--- config.mk ---
export PLATFORM = sky130hd
export DESIGN_NAME = tlswm_ram
export DESIGN_NICKNAME = d
export VERILOG_FILES = /design/src/tlswm_ram.sv
export SDC_FILE = /design/constraint.sdc
export NUM_CORES = 1
export LEC_CHECK = 0
export BUFFER_PORTS_ARGS = -buffer_cell sky130_fd_sc_hd__buf_2
export CAP_MARGIN = 20
export CORE_MARGIN = 2
export CORE_UTILIZATION = 40
export CTS_BUF_LIST = sky130_fd_sc_hd__clkbuf_8
export CTS_CLUSTER_SIZE = 30
export DETAILED_ROUTE_END_ITERATION = 10
export GPL_ROUTABILITY_DRIVEN = 0
export PLACE_DENSITY = 0.57
export SYNTH_ARGS = -nofsm -noshare
export SYNTH_HDL_FRONTEND = slang
export SYNTH_SLANG_ARGS = --single-unit
--- constraint.sdc ---
create_clock -name clk_i -period 1.95 [get_ports clk_i]
set_input_delay 0.2925 -clock clk_i [delete_from_list [all_inputs] [get_ports clk_i]]
set_output_delay 0.2925 -clock clk_i [all_outputs]
set_load 0.05 [all_outputs]
--- src/tlswm_ram.sv ---
module tlswm_ram #(
  parameter int AW = 4,
  parameter int W  = 8
) (
  input  logic          clk_i,
  input  logic          we_i,
  input  logic [AW-1:0] waddr_i,
  input  logic [W-1:0]  wdata_i,
  input  logic          re_i,
  input  logic [AW-1:0] raddr_i,
  output logic [W-1:0]  rdata_o
);

  logic [W-1:0] mem [2**AW];
  logic [W-1:0] rdata_q;

  always_ff @(posedge clk_i) begin
    if (we_i) begin
      mem[waddr_i] <= wdata_i;
    end
    if (re_i) begin
      rdata_q <= mem[raddr_i];
    end
  end

  assign rdata_o = rdata_q;

endmodule

# After elaboration in Yosys (flattened, before gate mapping)
# Memory sizes are Yosys's and may differ from the RTL's. A register that Yosys moved wholly into a read port is not among the register bits.
# Index checks and enable logic that the tools add are counted.
# word_totals
mem_bits_rw,128
input_bits,19
output_inout_bits,8
word_cells,3
reg_bits,0
mem_count,1
# op_classes
muxes,2
# memory_table
name,depth,word_bits,rd,rd_ports_with_merged_regs,write_ports,line,rtl
mem,16,8,1,1,1,14,logic [W-1:0] mem [2**AW];
# op_table
op,count
$mux W1,2

# Depth between registers and ports, before layout
# logic_depth
ltp_word,2
depth_mapped,5
depth_no_buf,3

# Worst setup path before layout
# No wires, ideal clock.
# synth_timing
kind,input -> register
start,input port waddr_i[2]
end,memory mem[0][0] (enable)
path_slack_ps,165
arrival_time_ps,1402
path_stages,2
setup_time_ps,383
cell_sequence,or3b_2 nor3_1
# synth_rtl
element,line,rtl
from (decl),7,"input logic [AW-1:0] waddr_i,"
to (decl),14,
# No word-level cell before the write port.

==> flow_metrics.env <==
export IMPL_status="finished, final reports clean"
export IMPL_timing_rr_start="mem[1][0]"
export IMPL_drive_above_1_share_pct=32.67
export IMPL_cts_max_path_buffers=2
export IMPL_wl_per_cell_um=21.53
export IMPL_max_slew_margin_rel_pct=69.15
export IMPL_dr_pass1_iters=4
export IMPL_drt_iter0_drc=175
export IMPL_syn2layout_area_growth_pct=16.63
export IMPL_grt_pass1_wl_um=15490
export IMPL_worstMarginPinSlew_ns=0.4628
export IMPL_cp_start_kind="flop"
export IMPL_dieArea_um2=14000
export IMPL_syn_num_nets=248
export IMPL_place_area_um2=5704
export IMPL_cts_max_level=4
export IMPL_final_setup_tns_ns=0
export IMPL_final_common_cell="edfxtp_1"
export IMPL_hold_path_class="input pin to flop"
export IMPL_hold_ws_ns=0.2377
export IMPL_grt_util_all_layers_pct=15.73
export IMPL_fin_area_um2=6097
export IMPL_nNetsFinal=307
export IMPL_end_kind="flop"
export IMPL_core_area_um2=12670
export IMPL_wl_met2_um=4926
export IMPL_finalCoreUtilization_pct=48.12
export IMPL_dp_hpwl_um=6591
export IMPL_crit_type="flop to flop"
export IMPL_critPathMaxFanout=1
export IMPL_cp_required_ns=2.12
export IMPL_synth_area_um2=5228
export IMPL_finalCriticalPeriod_ns=1.496
export IMPL_postCtsSetupBuffers=0
export IMPL_vias=2451
export IMPL_worstPathArrival_ns=1.67
export IMPL_ys_warnings_count=0
export IMPL_finalClockSkew_ns=0.01104
export IMPL_top_layer="met4"
export IMPL_hold_path_cell_count=1
export IMPL_clock_sinks=136
export IMPL_vdd_drop_max_uv=386.8
export IMPL_seq_area_frac_synth_pct=78.12
export IMPL_fp_dieW_um=118.3
export IMPL_drc=0
export IMPL_hp_start="re_i"
export IMPL_ys_ff_latch=136
export IMPL_final_cell_mix="136 x edfxtp_1, 26 x buf_2, 21 x buf_4"
export IMPL_r2r_cells=3
export IMPL_drv_cap=0
export IMPL_postRouteAntennaNets=0
export IMPL_cts_hold_buf=0
export IMPL_syn_inst=229
export IMPL_vias_per_cell=5.193
export IMPL_grt_max_degree=19
export IMPL_port_buffer_count=26
export IMPL_drt_total_wl_um=10160
export IMPL_die_h_um=118.3
export IMPL_whs_endpoint="rdata_o[1]"
export IMPL_layout_worst_path_cycle_share_pct=76.74
export IMPL_finalHoldViolations=0
export IMPL_r2r_setup_slack_ns=0.45
export IMPL_cellPowerDensity_nw_per_um2=972.0
export IMPL_setup_viol=0
export IMPL_path_clk_slew_ns=0.08
export IMPL_cts_root_buffer_cell="clkbuf_8"
export IMPL_diodes=0
export IMPL_finalMaxSlewViolations=0
export IMPL_start_util_pct=41.26
export IMPL_worstSkewPairLatency_ns=0.43
export IMPL_gr_total_overflow=0
export IMPL_reg2reg_to="rdata_o[0]"
export IMPL_grt_setup_unrepaired="false"
export IMPL_synth_avg_cell_area_um2=22.83
export IMPL_ys_types=18
export IMPL_io_pins=27
export IMPL_wl_met3_um=784
export IMPL_grt_pass1_vias=2565
export IMPL_critPathLaunch="mem[1][0]"
export IMPL_power_leakage_nw=2.034
export IMPL_max_freq_mhz=668.3
export IMPL_wl_met1_um=4380
export IMPL_antenna_found_initial=0
export IMPL_cts_resized=0
export IMPL_core_rowCount=41
export IMPL_cts_tree="yes"
export IMPL_cts_buffers=17
worst max-delay path, stage by stage, from the launching register on:
cell,delay (ns)
edfxtp_1,0.38
mux4_1,0.51
a22oi_1,0.26
nand2_1,0.10
kinds of logic after synthesis:
| family | Yosys count | synth area share [%] |
|---|---|---|
| DFF | 136 | 78.12 |
| and+or+nand+nor | 35 | 3.136 |
| muxes | 32 | 14.79 |
| AOI/OAI and AO/OA | 16 | 2.298 |
| buffers and inverters | 10 | 1.651 |
flip-flops by register name, summed over array words and instances (netlist names):
name	count
rdata_o	8
mem	128
final cells by class:
type	count	area (um^2)
clock buffers	17	234.0
clock inverters	14	158.9
fillers	1063	6574
multi-input cells	83	1057
flip-flops and latches	136	4084
well taps	172	215.2
repair buffers	50	347.8
Yosys cell counts:
cell type          n  area share [%]
nand2b_1           2            0.24
nand2_1            9            0.65
buf_4              1            0.14
nand3_1            1           0.096
nor3_1             4            0.38
and2b_1            1            0.14
mux4_2            18             7.8
mux4_1            14             7.0
nor2_1            13            0.93
buf_6              3            0.65
or3b_2             1            0.17
nor2b_1            1            0.12
buf_2              3            0.29
clkdlybuf4s25_2    3            0.57
and2_1             1            0.12
nand3b_1           2            0.29
a22oi_1           16             2.3
edfxtp_1         136              78
metal layers:
metal	vias to the layer above	GRT usage, %
met2	88	23.84
met4	0	6.325
li1	1095	-
met5	-	0
met1	1263	21.82
met3	5	4.054
power breakdown:
part | internal, mW | switching [mW]
logic | 0.136 | 0.217
clock network | 1.24 | 1.03
registers | 3.29 | 0.0179
total | 4.67 | 1.26
how the worst max path moves through the flow:
stage / endpoint / slack (ns) / depth (start not counted)
floorplan: mem[0][0] / 0.16 / 2
global placement: rdata_o[0] / 0.11 / 5
finish: rdata_o[0] / 0.45 / 3
global route: rdata_o[0] / 0.42 / 3
CTS: rdata_o[0] / 0.42 / 3
detailed placement: rdata_o[0] / 0.11 / 5
per-stage QoR:
step | worst slack, ns | power, mW | instances
final | 0.4536 | 5.926 | 472
after global routing | 0.4165 | 6.139 | 472
after CTS | 0.4245 | 5.980 | 472
after detailed placement | 0.1090 | 3.734 | 441
after global placement | 0.1131 | 3.728 | 441
after floorplan | 0.1646 | 3.584 | 229
No activity file was read; power rests on OpenSTA's default activity.
