`config.mk`:
```
export PLATFORM = sky130hd
export DESIGN_NAME = tlswm_ctrl
export DESIGN_NICKNAME = d
export VERILOG_FILES = /design/src/tlswm_pkg.sv /design/src/tlswm_ctrl.sv
export SDC_FILE = /design/constraint.sdc
export NUM_CORES = 1
export LEC_CHECK = 0
export ABC_CLOCK_PERIOD_IN_PS = 4050
export BUFFER_PORTS_ARGS = -buffer_cell sky130_fd_sc_hd__buf_2
export CAP_MARGIN = 0
export CORE_MARGIN = 3
export CORE_UTILIZATION = 47
export CTS_CLUSTER_DIAMETER = 80
export DETAILED_ROUTE_END_ITERATION = 8
export PLACE_DENSITY = 0.77
export SYNTH_ARGS = -nofsm -noshare
export SYNTH_HDL_FRONTEND = slang
export SYNTH_SLANG_ARGS = --single-unit
```
`constraint.sdc`:
```
create_clock -name clk_i -period 4.05 [get_ports clk_i]
set_input_delay 0.405 -clock clk_i [delete_from_list [all_inputs] [get_ports clk_i]]
set_output_delay 0.405 -clock clk_i [all_outputs]
set_load 0.01 [all_outputs]
```
`src/tlswm_pkg.sv`:
```
package tlswm_pkg;

  localparam int INDEX_W = 20;
  localparam int VALUE_W = 32;

  localparam int TOP_BITS_DEF   = 10;
  localparam int PAGE_BITS_DEF  = 10;
  localparam int POOL_PAGES_DEF = 16;

  localparam logic OP_READ  = 1'b0;
  localparam logic OP_WRITE = 1'b1;

  localparam logic STATUS_OK   = 1'b0;
  localparam logic STATUS_FULL = 1'b1;

  typedef enum logic [2:0] {
    ST_CLEAR,
    ST_IDLE,
    ST_MAP,
    ST_SCAN,
    ST_WORD,
    ST_DONE
  } state_e;

endpackage

```
`src/tlswm_ctrl.sv`:
```
module tlswm_ctrl
  import tlswm_pkg::*;
#(
  parameter int TOP_BITS   = TOP_BITS_DEF,
  parameter int PAGE_BITS  = PAGE_BITS_DEF,
  parameter int POOL_PAGES = POOL_PAGES_DEF,
  localparam int PG_W      = (POOL_PAGES > 1) ? $clog2(POOL_PAGES) : 1,
  localparam int PM_W      = PG_W + 1,
  localparam int WS_AW     = PG_W + PAGE_BITS,
  localparam int CNT_W     = PAGE_BITS + 1
) (
  input  logic                 clk_i,
  input  logic                 rst_ni,
  input  logic                 in_valid_i,
  output logic                 in_stall_o,
  input  logic                 op_i,
  input  logic [INDEX_W-1:0]   index_i,
  input  logic [VALUE_W-1:0]   value_i,
  output logic                 out_valid_o,
  input  logic                 out_stall_i,
  output logic [VALUE_W-1:0]   read_value_o,
  output logic                 status_o,
  output logic                 pm_we_o,
  output logic [TOP_BITS-1:0]  pm_waddr_o,
  output logic [PM_W-1:0]      pm_wdata_o,
  output logic                 pm_re_o,
  output logic [TOP_BITS-1:0]  pm_raddr_o,
  input  logic [PM_W-1:0]      pm_rdata_i,
  output logic                 ws_we_o,
  output logic [WS_AW-1:0]     ws_waddr_o,
  output logic [VALUE_W-1:0]   ws_wdata_o,
  output logic                 ws_re_o,
  output logic [WS_AW-1:0]     ws_raddr_o,
  input  logic [VALUE_W-1:0]   ws_rdata_i,
  output logic                 cnt_we_o,
  output logic [PG_W-1:0]      cnt_waddr_o,
  output logic [CNT_W-1:0]     cnt_wdata_o,
  output logic                 cnt_re_o,
  output logic [PG_W-1:0]      cnt_raddr_o,
  input  logic [CNT_W-1:0]     cnt_rdata_i
);

  localparam int TOP_ENTRIES = 2 ** TOP_BITS;
  localparam int WS_DEPTH    = POOL_PAGES * (2 ** PAGE_BITS);
  localparam int CLR_LEN     = (TOP_ENTRIES > WS_DEPTH) ? TOP_ENTRIES : WS_DEPTH;
  localparam int CLR_W       = $clog2(CLR_LEN);

  state_e state_q, state_d;

  logic [CLR_W-1:0]      clr_q, clr_d;
  logic [PG_W-1:0]       scan_q, scan_d;
  logic [PG_W-1:0]       page_q, page_d;
  logic [POOL_PAGES-1:0] live_q, live_d;
  logic                  out_valid_q, out_valid_d;

  logic                  op_q, op_d;
  logic [TOP_BITS-1:0]   top_q, top_d;
  logic [PAGE_BITS-1:0]  bot_q, bot_d;
  logic [VALUE_W-1:0]    val_q, val_d;
  logic [VALUE_W-1:0]    res_rd_q, res_rd_d;
  logic                  res_st_q, res_st_d;
  logic [VALUE_W-1:0]    out_rd_q, out_rd_d;
  logic                  out_st_q, out_st_d;

  logic [INDEX_W+16-1:0] idx_sh;
  logic [TOP_BITS-1:0]   top_in;
  logic                  map_v;
  logic [PG_W-1:0]       map_pg;
  logic                  wr_nz;
  logic                  scan_busy;
  logic                  scan_last;
  logic                  clr_last;
  logic                  clr_pm;
  logic                  clr_ws;
  logic                  out_free;
  logic [CNT_W-1:0]      cnt_cur;
  logic [CNT_W-1:0]      cnt_dec;
  logic [CNT_W-1:0]      cnt_inc;

  assign idx_sh    = {16'b0, index_i} >> PAGE_BITS;
  assign top_in    = idx_sh[TOP_BITS-1:0];
  assign map_v     = pm_rdata_i[PM_W-1];
  assign map_pg    = pm_rdata_i[PG_W-1:0];
  assign wr_nz     = (op_q == OP_WRITE) && (val_q != '0);
  assign scan_busy = live_q[scan_q];
  assign scan_last = (scan_q == PG_W'(POOL_PAGES - 1));
  assign clr_last  = (clr_q == CLR_W'(CLR_LEN - 1));
  assign clr_pm    = ({1'b0, clr_q} < (CLR_W+1)'(TOP_ENTRIES));
  assign clr_ws    = ({1'b0, clr_q} < (CLR_W+1)'(WS_DEPTH));
  assign out_free  = !out_valid_q || !out_stall_i;

  // a page whose live flag is clear has a zero count, whatever the memory holds
  assign cnt_cur = live_q[page_q] ? cnt_rdata_i : '0;
  assign cnt_dec = (cnt_cur != '0) ? cnt_cur - CNT_W'(1) : '0;
  assign cnt_inc = cnt_cur + CNT_W'(1);

  assign in_stall_o   = (state_q != ST_IDLE);
  assign out_valid_o  = out_valid_q;
  assign read_value_o = out_rd_q;
  assign status_o     = out_st_q;

  always_comb begin : next_state
    state_d = state_q;
    unique case (state_q)
      ST_CLEAR: begin
        if (clr_last) state_d = ST_IDLE;
      end
      ST_IDLE: begin
        if (in_valid_i) state_d = ST_MAP;
      end
      ST_MAP: begin
        if (map_v) state_d = ST_WORD;
        else if (wr_nz) state_d = ST_SCAN;
        else state_d = ST_DONE;
      end
      ST_SCAN: begin
        if (!scan_busy) state_d = ST_WORD;
        else if (scan_last) state_d = ST_DONE;
      end
      ST_WORD: state_d = ST_DONE;
      ST_DONE: begin
        if (out_free) state_d = ST_IDLE;
      end
      default: state_d = ST_CLEAR;
    endcase
  end

  always_comb begin : outputs
    clr_d       = clr_q;
    scan_d      = scan_q;
    page_d      = page_q;
    live_d      = live_q;
    op_d        = op_q;
    top_d       = top_q;
    bot_d       = bot_q;
    val_d       = val_q;
    res_rd_d    = res_rd_q;
    res_st_d    = res_st_q;
    out_valid_d = out_valid_q && out_stall_i;
    out_rd_d    = out_rd_q;
    out_st_d    = out_st_q;

    pm_we_o     = 1'b0;
    pm_waddr_o  = top_q;
    pm_wdata_o  = '0;
    pm_re_o     = 1'b0;
    pm_raddr_o  = top_in;
    ws_we_o     = 1'b0;
    ws_waddr_o  = {page_q, bot_q};
    ws_wdata_o  = '0;
    ws_re_o     = 1'b0;
    ws_raddr_o  = {map_pg, bot_q};
    cnt_we_o    = 1'b0;
    cnt_waddr_o = page_q;
    cnt_wdata_o = cnt_cur;
    cnt_re_o    = 1'b0;
    cnt_raddr_o = map_pg;

    unique case (state_q)
      ST_CLEAR: begin
        clr_d      = clr_q + CLR_W'(1);
        pm_we_o    = clr_pm;
        pm_waddr_o = TOP_BITS'(clr_q);
        ws_we_o    = clr_ws;
        ws_waddr_o = WS_AW'(clr_q);
      end
      ST_IDLE: begin
        pm_re_o = in_valid_i;
        op_d    = op_i;
        top_d   = top_in;
        bot_d   = index_i[PAGE_BITS-1:0];
        val_d   = value_i;
      end
      ST_MAP: begin
        res_rd_d = '0;
        res_st_d = STATUS_OK;
        scan_d   = '0;
        page_d   = map_pg;
        ws_re_o  = map_v;
        cnt_re_o = map_v;
      end
      ST_SCAN: begin
        if (!scan_busy) begin
          page_d      = scan_q;
          pm_we_o     = 1'b1;
          pm_wdata_o  = {1'b1, scan_q};
          ws_re_o     = 1'b1;
          ws_raddr_o  = {scan_q, bot_q};
          cnt_re_o    = 1'b1;
          cnt_raddr_o = scan_q;
        end else if (scan_last) begin
          res_st_d = STATUS_FULL;
        end else begin
          scan_d = scan_q + PG_W'(1);
        end
      end
      ST_WORD: begin
        if (op_q == OP_READ) begin
          res_rd_d = ws_rdata_i;
        end else if (val_q == '0) begin
          if (ws_rdata_i != '0) begin
            ws_we_o     = 1'b1;
            cnt_we_o    = 1'b1;
            cnt_wdata_o = cnt_dec;
            // last live word gone: page goes back to the pool
            if (cnt_dec == '0) begin
              live_d[page_q] = 1'b0;
              pm_we_o        = 1'b1;
            end
          end
        end else begin
          ws_we_o    = 1'b1;
          ws_wdata_o = val_q;
          if (ws_rdata_i == '0) begin
            cnt_we_o       = 1'b1;
            cnt_wdata_o    = cnt_inc;
            live_d[page_q] = 1'b1;
          end
        end
      end
      ST_DONE: begin
        if (out_free) begin
          out_valid_d = 1'b1;
          out_rd_d    = res_rd_q;
          out_st_d    = res_st_q;
        end
      end
      default: begin
        clr_d = '0;
      end
    endcase
  end

  always_ff @(posedge clk_i or negedge rst_ni) begin
    if (!rst_ni) begin
      state_q     <= ST_CLEAR;
      clr_q       <= '0;
      scan_q      <= '0;
      page_q      <= '0;
      live_q      <= '0;
      out_valid_q <= 1'b0;
    end else begin
      state_q     <= state_d;
      clr_q       <= clr_d;
      scan_q      <= scan_d;
      page_q      <= page_d;
      live_q      <= live_d;
      out_valid_q <= out_valid_d;
    end
  end

  always_ff @(posedge clk_i) begin
    op_q     <= op_d;
    top_q    <= top_d;
    bot_q    <= bot_d;
    val_q    <= val_d;
    res_rd_q <= res_rd_d;
    res_st_q <= res_st_d;
    out_rd_q <= out_rd_d;
    out_st_q <= out_st_d;
  end

  // a nonzero write leaves its page live
  a_live_after_write: assert property (@(posedge clk_i) disable iff (!rst_ni)
    (state_q == ST_WORD && wr_nz) |=> live_q[$past(page_q)])
    else $error("page not live after nonzero write");

  // clearing a stored word means its page already holds a live count
  a_clear_has_count: assert property (@(posedge clk_i) disable iff (!rst_ni)
    (state_q == ST_WORD && op_q == OP_WRITE && val_q == '0 && ws_rdata_i != '0)
      |-> live_q[page_q])
    else $error("nonzero word found in a page with no live count");

  a_ws_write_src: assert property (@(posedge clk_i) disable iff (!rst_ni)
    ws_we_o |-> (state_q == ST_CLEAR || state_q == ST_WORD))
    else $error("word store written outside clear or update");

  // a finished result is never dropped while the output is stalled
  a_out_hold: assert property (@(posedge clk_i) disable iff (!rst_ni)
    (state_q == ST_DONE && !out_free) |=> (state_q == ST_DONE && out_valid_q))
    else $error("pending result lost");

endmodule

```
Yosys cells after proc, flatten, opt, wreduce, memory -nomap -nowiden
Index checks and enable logic that the tools add are counted.
- bits in registers: 161
- input bits: 105
- output and inout bits: 145
- word-level logic and storage cells: 133
- add/subtract/negate cells: 4
- order comparisons: 4
- eq/ne operators: 19
- multiplexer cells: 65
- bitwise logic cells: 3
- reduce and logical (&&, ||, !) cells: 24
- operators by type and width (kind ; count):
    $mux 32 ; 4
    $mux 11 ; 7
    $logic_not 32->1 ; 2
    $mux 16 ; 4
    $pmux 32 s2 ; 1
    $reduce_bool 32->1 ; 2
    $mux 14 ; 3
    $pmux 14 s2 ; 1
    $mux 3 ; 7
    $mux 1 ; 20
    $mux 4 ; 5
    $pmux 3 s6 ; 1
    $and 16x16->16 ; 1
    $ne 2x2->1 const B ; 8
    $not 16->16 ; 1
    $or 16x16->16 ; 1
    $pmux 4 s2 ; 2
    $add 14x1->14 const B ; 1
    $eq 14x14->1 const B ; 1
    $lt 14x11->1 const B ; 1
    $add 11x1->11 const B ; 1
    $logic_not 11->1 ; 1
    $reduce_bool 11->1 ; 1
    $sub 11x1->11 const B ; 1
    other kinds (26) ; 42

Depth between registers and ports, before layout
- depth after elaboration: 11
- mapped depth: 17
- depth with buffers taken out: 12

Least setup slack after synthesis
Ideal clock, no wire load.
- path type: reg2out
- start point: register page_q[1], in the netlist cnt_waddr_o[1]
- end point: output cnt_wdata_o[1]
- arrival: 3.967 ns
- required time: 3.645 ns
- path slack: -0.322 ns
- cell stages (with the launch flop): 16
- buffers on the path: 3
- path through: dfrtp_1 > buf_2 > mux4_2 > a22o_1 > a41o_1 > clkbuf_1 > nand2_1 > ha_1 > buf_2 > or4b_4 > or2_4 > nor4_1 > or3_1 > a211o_1 > nor2_1 > a221o_1
- word-level cells in the longest chain between the ends: 9
- elaborated cells between the ends (all ways): 12
- those cells by class: add/sub (2); mux (9); reduce/logical (1)
- RTL lines (what ; line ; RTL):
    start: declaration ; tlswm_ctrl.sv:52 ; logic [PG_W-1:0] page_q, page_d;
    start signal: assignment ; tlswm_ctrl.sv:246 ; page_q <= page_d;
    $bmux 1 s4 (*) ; tlswm_ctrl.sv:93 ; assign cnt_cur = live_q[page_q] ? cnt_rdata_i : '0;
    $mux 1 (implied by the code) (*) ; tlswm_ctrl.sv:93 ;
    $mux 11 (*) ; tlswm_ctrl.sv:93 ;
    $sub 11x1->11 / $reduce_bool 11->1 (equally long branches) ; tlswm_ctrl.sv:94 ; assign cnt_dec = (cnt_cur != '0) ? cnt_cur - CNT_W'(1) : '0;
    $mux 11 ; tlswm_ctrl.sv:94 ;
    $mux 11 ; tlswm_ctrl.sv:201 ; if (ws_rdata_i != '0) begin
    $mux 11 ; tlswm_ctrl.sv:200 ; end else if (val_q == '0) begin
    $mux 11 ; tlswm_ctrl.sv:198 ; if (op_q == OP_READ) begin
    $mux 11 (*) ; tlswm_ctrl.sv:159 ; unique case (state_q)
    end: declaration ; tlswm_ctrl.sv:37 ; output logic [CNT_W-1:0] cnt_wdata_o,
Mark *: on every way between the ends. The rest lies on a longest branch, timed or not. The select of a mux whose other input is x is not followed.

Worst setup path after layout
Same ends and word-level chain as after synthesis.

==> results.txt <==
Final Critical Period: 4310 ps
Switching Share: 0.383
DPL Wire Length: 15.6 mm
# rows: 46
Netlist Area Pre-Place: 7930 µm²
Worst path required time: 3640 ps
Register area share after synthesis: 0.583
Final setup fails: 12
Worst Hold Class: in2async
Fmax: 232 MHz
Area of the die: 18500 µm²
H-tree Lvls: 4
FFs w/ async S/R, synth: 0.261
Clock Skews: 8.08 ps
CP Data Arrival Time: 3910 ps
Leakage: 4.44 nW
Crit Path Category: reg2out
Vias in the first global route: 6228
Nets@finish: 1067
Synthesized area per cell: 10.9 µm²
Initial antenna violation count: 2
Die X: 136 µm
CTS tree: yes
Max-slew violations: 0
Place WS: 43.9 ps
Port buffer count: 249
P_sw: 0.00249 W
# Max-Cap Violations: 0
Core Footprint: 16200 µm²
Reg power frac: 0.396
Crit path to: cnt_wdata_o[1]
DIE HEIGHT: 136 µm
Root Buffer: clkbuf_16
R2r setup slk: 190 ps
Worst Setup SP: cnt_waddr_o[1]$_DFFE_PN0P_
DR vias/cell: 5.61
Largest net degree at the start of global routing: 67
Drt pass-1 iters: 5
Synthesized Nets: 841
DRC Markers: 0
Synth Register Bits: 161
Period utilization: 1.07
Post-DRT Antenna Nets: 0
Total of warnings raised by yosys: 0
Max transition margin: 0.311
Startpoint types: register
Via count: 6665
Worst vdd ir: 0.426 mV
Cell Int Power: 0.00402 W
Slew @ Worst Pin: 1030 ps
R2R cell count: 14
Max FO, Critical Path: 5
Total gr overflow: 0
Non-filler cells in the finished layout: 1187
Share of layout cells above drive strength 1: 0.360
P&R area growth vs syn: 26.7%
Io pins: 250
Total Routed Length: 21.7 mm
Initial Utilization: 0.490
Status: finished with violations
Routed WL per cell: 18.2 µm
Top FF cell, synth: edfxtp_1
FILL cells: 1309
Failing checks: setup timing
Final WS setup: -264 ps
Hold Buf Count CTS: 0
GRT Total Usage: 0.229
CTS Buf Count: 17
Area used by multi-input combinational logic: 3020 µm²
Reg-to-reg startpoint: cnt_waddr_o[1]$_DFFE_PN0P_
Clk Latency, worst-skew pair: 430 ps
Hold Fails Final Rpt: 0
TritonCTS Sinks: 161
Detailed Route Iter0 Violations: 658
EDFF count, synth: 119
Unrepaired setup endpoints after global routing: true
Clock share of power: 0.246
First-pass GRT wire length: 32.8 mm
Max clock buf depth: 2
Reg area: 4630 µm²
Pwr Density: 649 nW/µm²
Combinational share of power: 0.359
Placed cell count: 1140
Synth unique cells: 61
Final RePlAce weighted congestion: 0.975
Reg clk slew, reported paths: 70 ps
Final core occ: 0.621
CP Capture Type: output port
Gate Count Post-Synth: 730
Setup TNS: -2220 ps
[worst min path at each step]
stage / cells past startpoint / endpoint / slack (ps) / from
detailed placement: 0 / read_value_o[1]$_DFFE_PP_ / 400 / res_rd_q[1]$_SDFFCE_PN0P_
global placement: 0 / read_value_o[7]$_DFFE_PP_ / 400 / res_rd_q[7]$_SDFFCE_PN0P_
global route: 1 / val_q[2]$_DFFE_PN_ / 120 / value_i[2]
floorplan: 0 / asynchronous set/reset pin / 110 / rst_ni
finish: 1 / asynchronous set/reset pin / 130 / rst_ni
CTS: 1 / val_q[3]$_DFFE_PN_ / 130 / value_i[3]
[state kept, by name (all words and copies together) (netlist names), 4 cells and up, named ones only]
name / count
bot_q: 10
clr_q: 14
cnt_waddr_o: 4
read_value_o: 32
res_rd_q: 32
scan_q: 4
top_q: 10
val_q: 32
[layout by cell type (no fill, tap or decap), drive strengths merged, types with 3 or more instances in the layout]
| master | count |
|---|---|
| buf | 278 |
| edfxtp | 119 |
| nand2 | 107 |
| o21ai | 52 |
| and3 | 45 |
| dfrtp | 42 |
| nor2 | 39 |
| and2 | 38 |
| inv | 23 |
| o31ai | 22 |
| nor4 | 21 |
| clkbuf | 17 |
| a21oi | 17 |
| nand3 | 14 |
| nand4 | 11 |
| a31oi | 11 |
| or3 | 11 |
| nor3 | 10 |
| mux4 | 7 |
| or2 | 7 |
| nand2b | 6 |
| mux2i | 6 |
| ha | 6 |
| a21o | 5 |
| o22ai | 4 |
| clkinv | 4 |
| mux2 | 3 |
| nor4b | 3 |
| nor3b | 3 |
| a41oi | 3 |
| o311ai | 3 |
[routing by layer]
layer / track usage / share of wire / vias to the layer above
li1: - / - / 3122
met1: 0.280 / 0.38 / 3124
met2: 0.392 / 0.50 / 365
met3: 0.0544 / 0.087 / 54
met4: 0.0890 / 0.031 / 0
met5: 0 / 0 / -
[per-stage QoR]
| stage | instance area, µm² | power, W | hold WS, ps |
|---|---|---|---|
| floorplan | 7960 | 0.00401 | 109 |
| global placement | 9280 | 0.00477 | 400 |
| detailed placement | 9280 | 0.00483 | 405 |
| CTS | 9950 | 0.00649 | 131 |
| global route | 10000 | 0.00689 | 122 |
| finish | 10000 | 0.00651 | 129 |
[power by group through the flow]
| stage | Combinational, W | Clock [W] | Sequential [W] |
|---|---|---|---|
| after detailed placement | 0.00222 | 0 | 0.00261 |
| after floorplan | 0.00144 | 0 | 0.00257 |
| final | 0.00234 | 0.00160 | 0.00258 |
| after CTS | 0.00230 | 0.00162 | 0.00258 |
| after global placement | 0.00219 | 0 | 0.00258 |
| after global routing | 0.00257 | 0.00170 | 0.00263 |
[logic make-up (layout without fill, tap and decap cells)]
group	count (synthesis)	count (layout)	share of synthesized area
flops	161	161	0.583
other cells	0	2	0
xor+xnor	4	4	0.00442
mux	16	16	0.0333
simple gates	321	321	0.207
buf+inv	84	323	0.0514
compound gates	138	138	0.111
fa+ha+maj	6	6	0.00947
[synthesized netlist by cell type, types with 3 or more instances]
library cell / n / area share
edfxtp_1: 119 / 0.45
nand2_1: 107 / 0.051
o21ai_0: 52 / 0.033
and3_1: 45 / 0.036
clkbuf_1: 44 / 0.021
dfrtp_1: 42 / 0.13
nor2_1: 39 / 0.018
and2_1: 38 / 0.030
o31ai_1: 22 / 0.021
nor4_1: 21 / 0.017
a21oi_1: 17 / 0.011
buf_4: 16 / 0.015
nand3_1: 14 / 0.0088
inv_1: 12 / 0.0057
a31oi_1: 11 / 0.0087
nand4_1: 11 / 0.0087
or3_1: 11 / 0.0087
nor3_1: 10 / 0.0063
mux4_2: 7 / 0.020
ha_1: 6 / 0.0095
nand2b_1: 6 / 0.0047
or2_2: 6 / 0.0047
a21o_1: 5 / 0.0047
buf_2: 5 / 0.0032
mux2i_1: 5 / 0.0063
o22ai_1: 4 / 0.0032
buf_1: 3 / 0.0014
mux2_2: 3 / 0.0043
nor3b_1: 3 / 0.0028
nor4b_1: 3 / 0.0033
o311ai_0: 3 / 0.0033
[critical path, stage by stage (launching register included)]
cell and delay [ps]:
dfrtp_2 430, mux4_2 520, a22o_1 250, a41o_4 290, nand2_4 90, ha_4 130
or4b_4 460, or2_4 290, nor4_4 250, or3_4 230, a211o_1 120, nor2_1 40
a221o_1 240, buf_2 140
[layout make-up]
cell class | count | area share
Sequential cell | 161 | 0.461
Antenna cell | 2 | 0.000498
Clock buffer | 17 | 0.0424
Inverter | 13 | 0.00486
Clock inverter | 15 | 0.0169
Tap cell | 216 | 0.0269
Multi-Input combinational cell | 485 | 0.301
Timing Repair Buffer | 278 | 0.147
[what timing repair did]
action | 4_1_cts | 5_1_grt
endpoints found under the setup margin | 12 | 28
buffers inserted | 9 | 5
resized for setup | 6 | 14
pin swaps | 13 | 12
No activity file was read; power rests on OpenSTA's default activity.
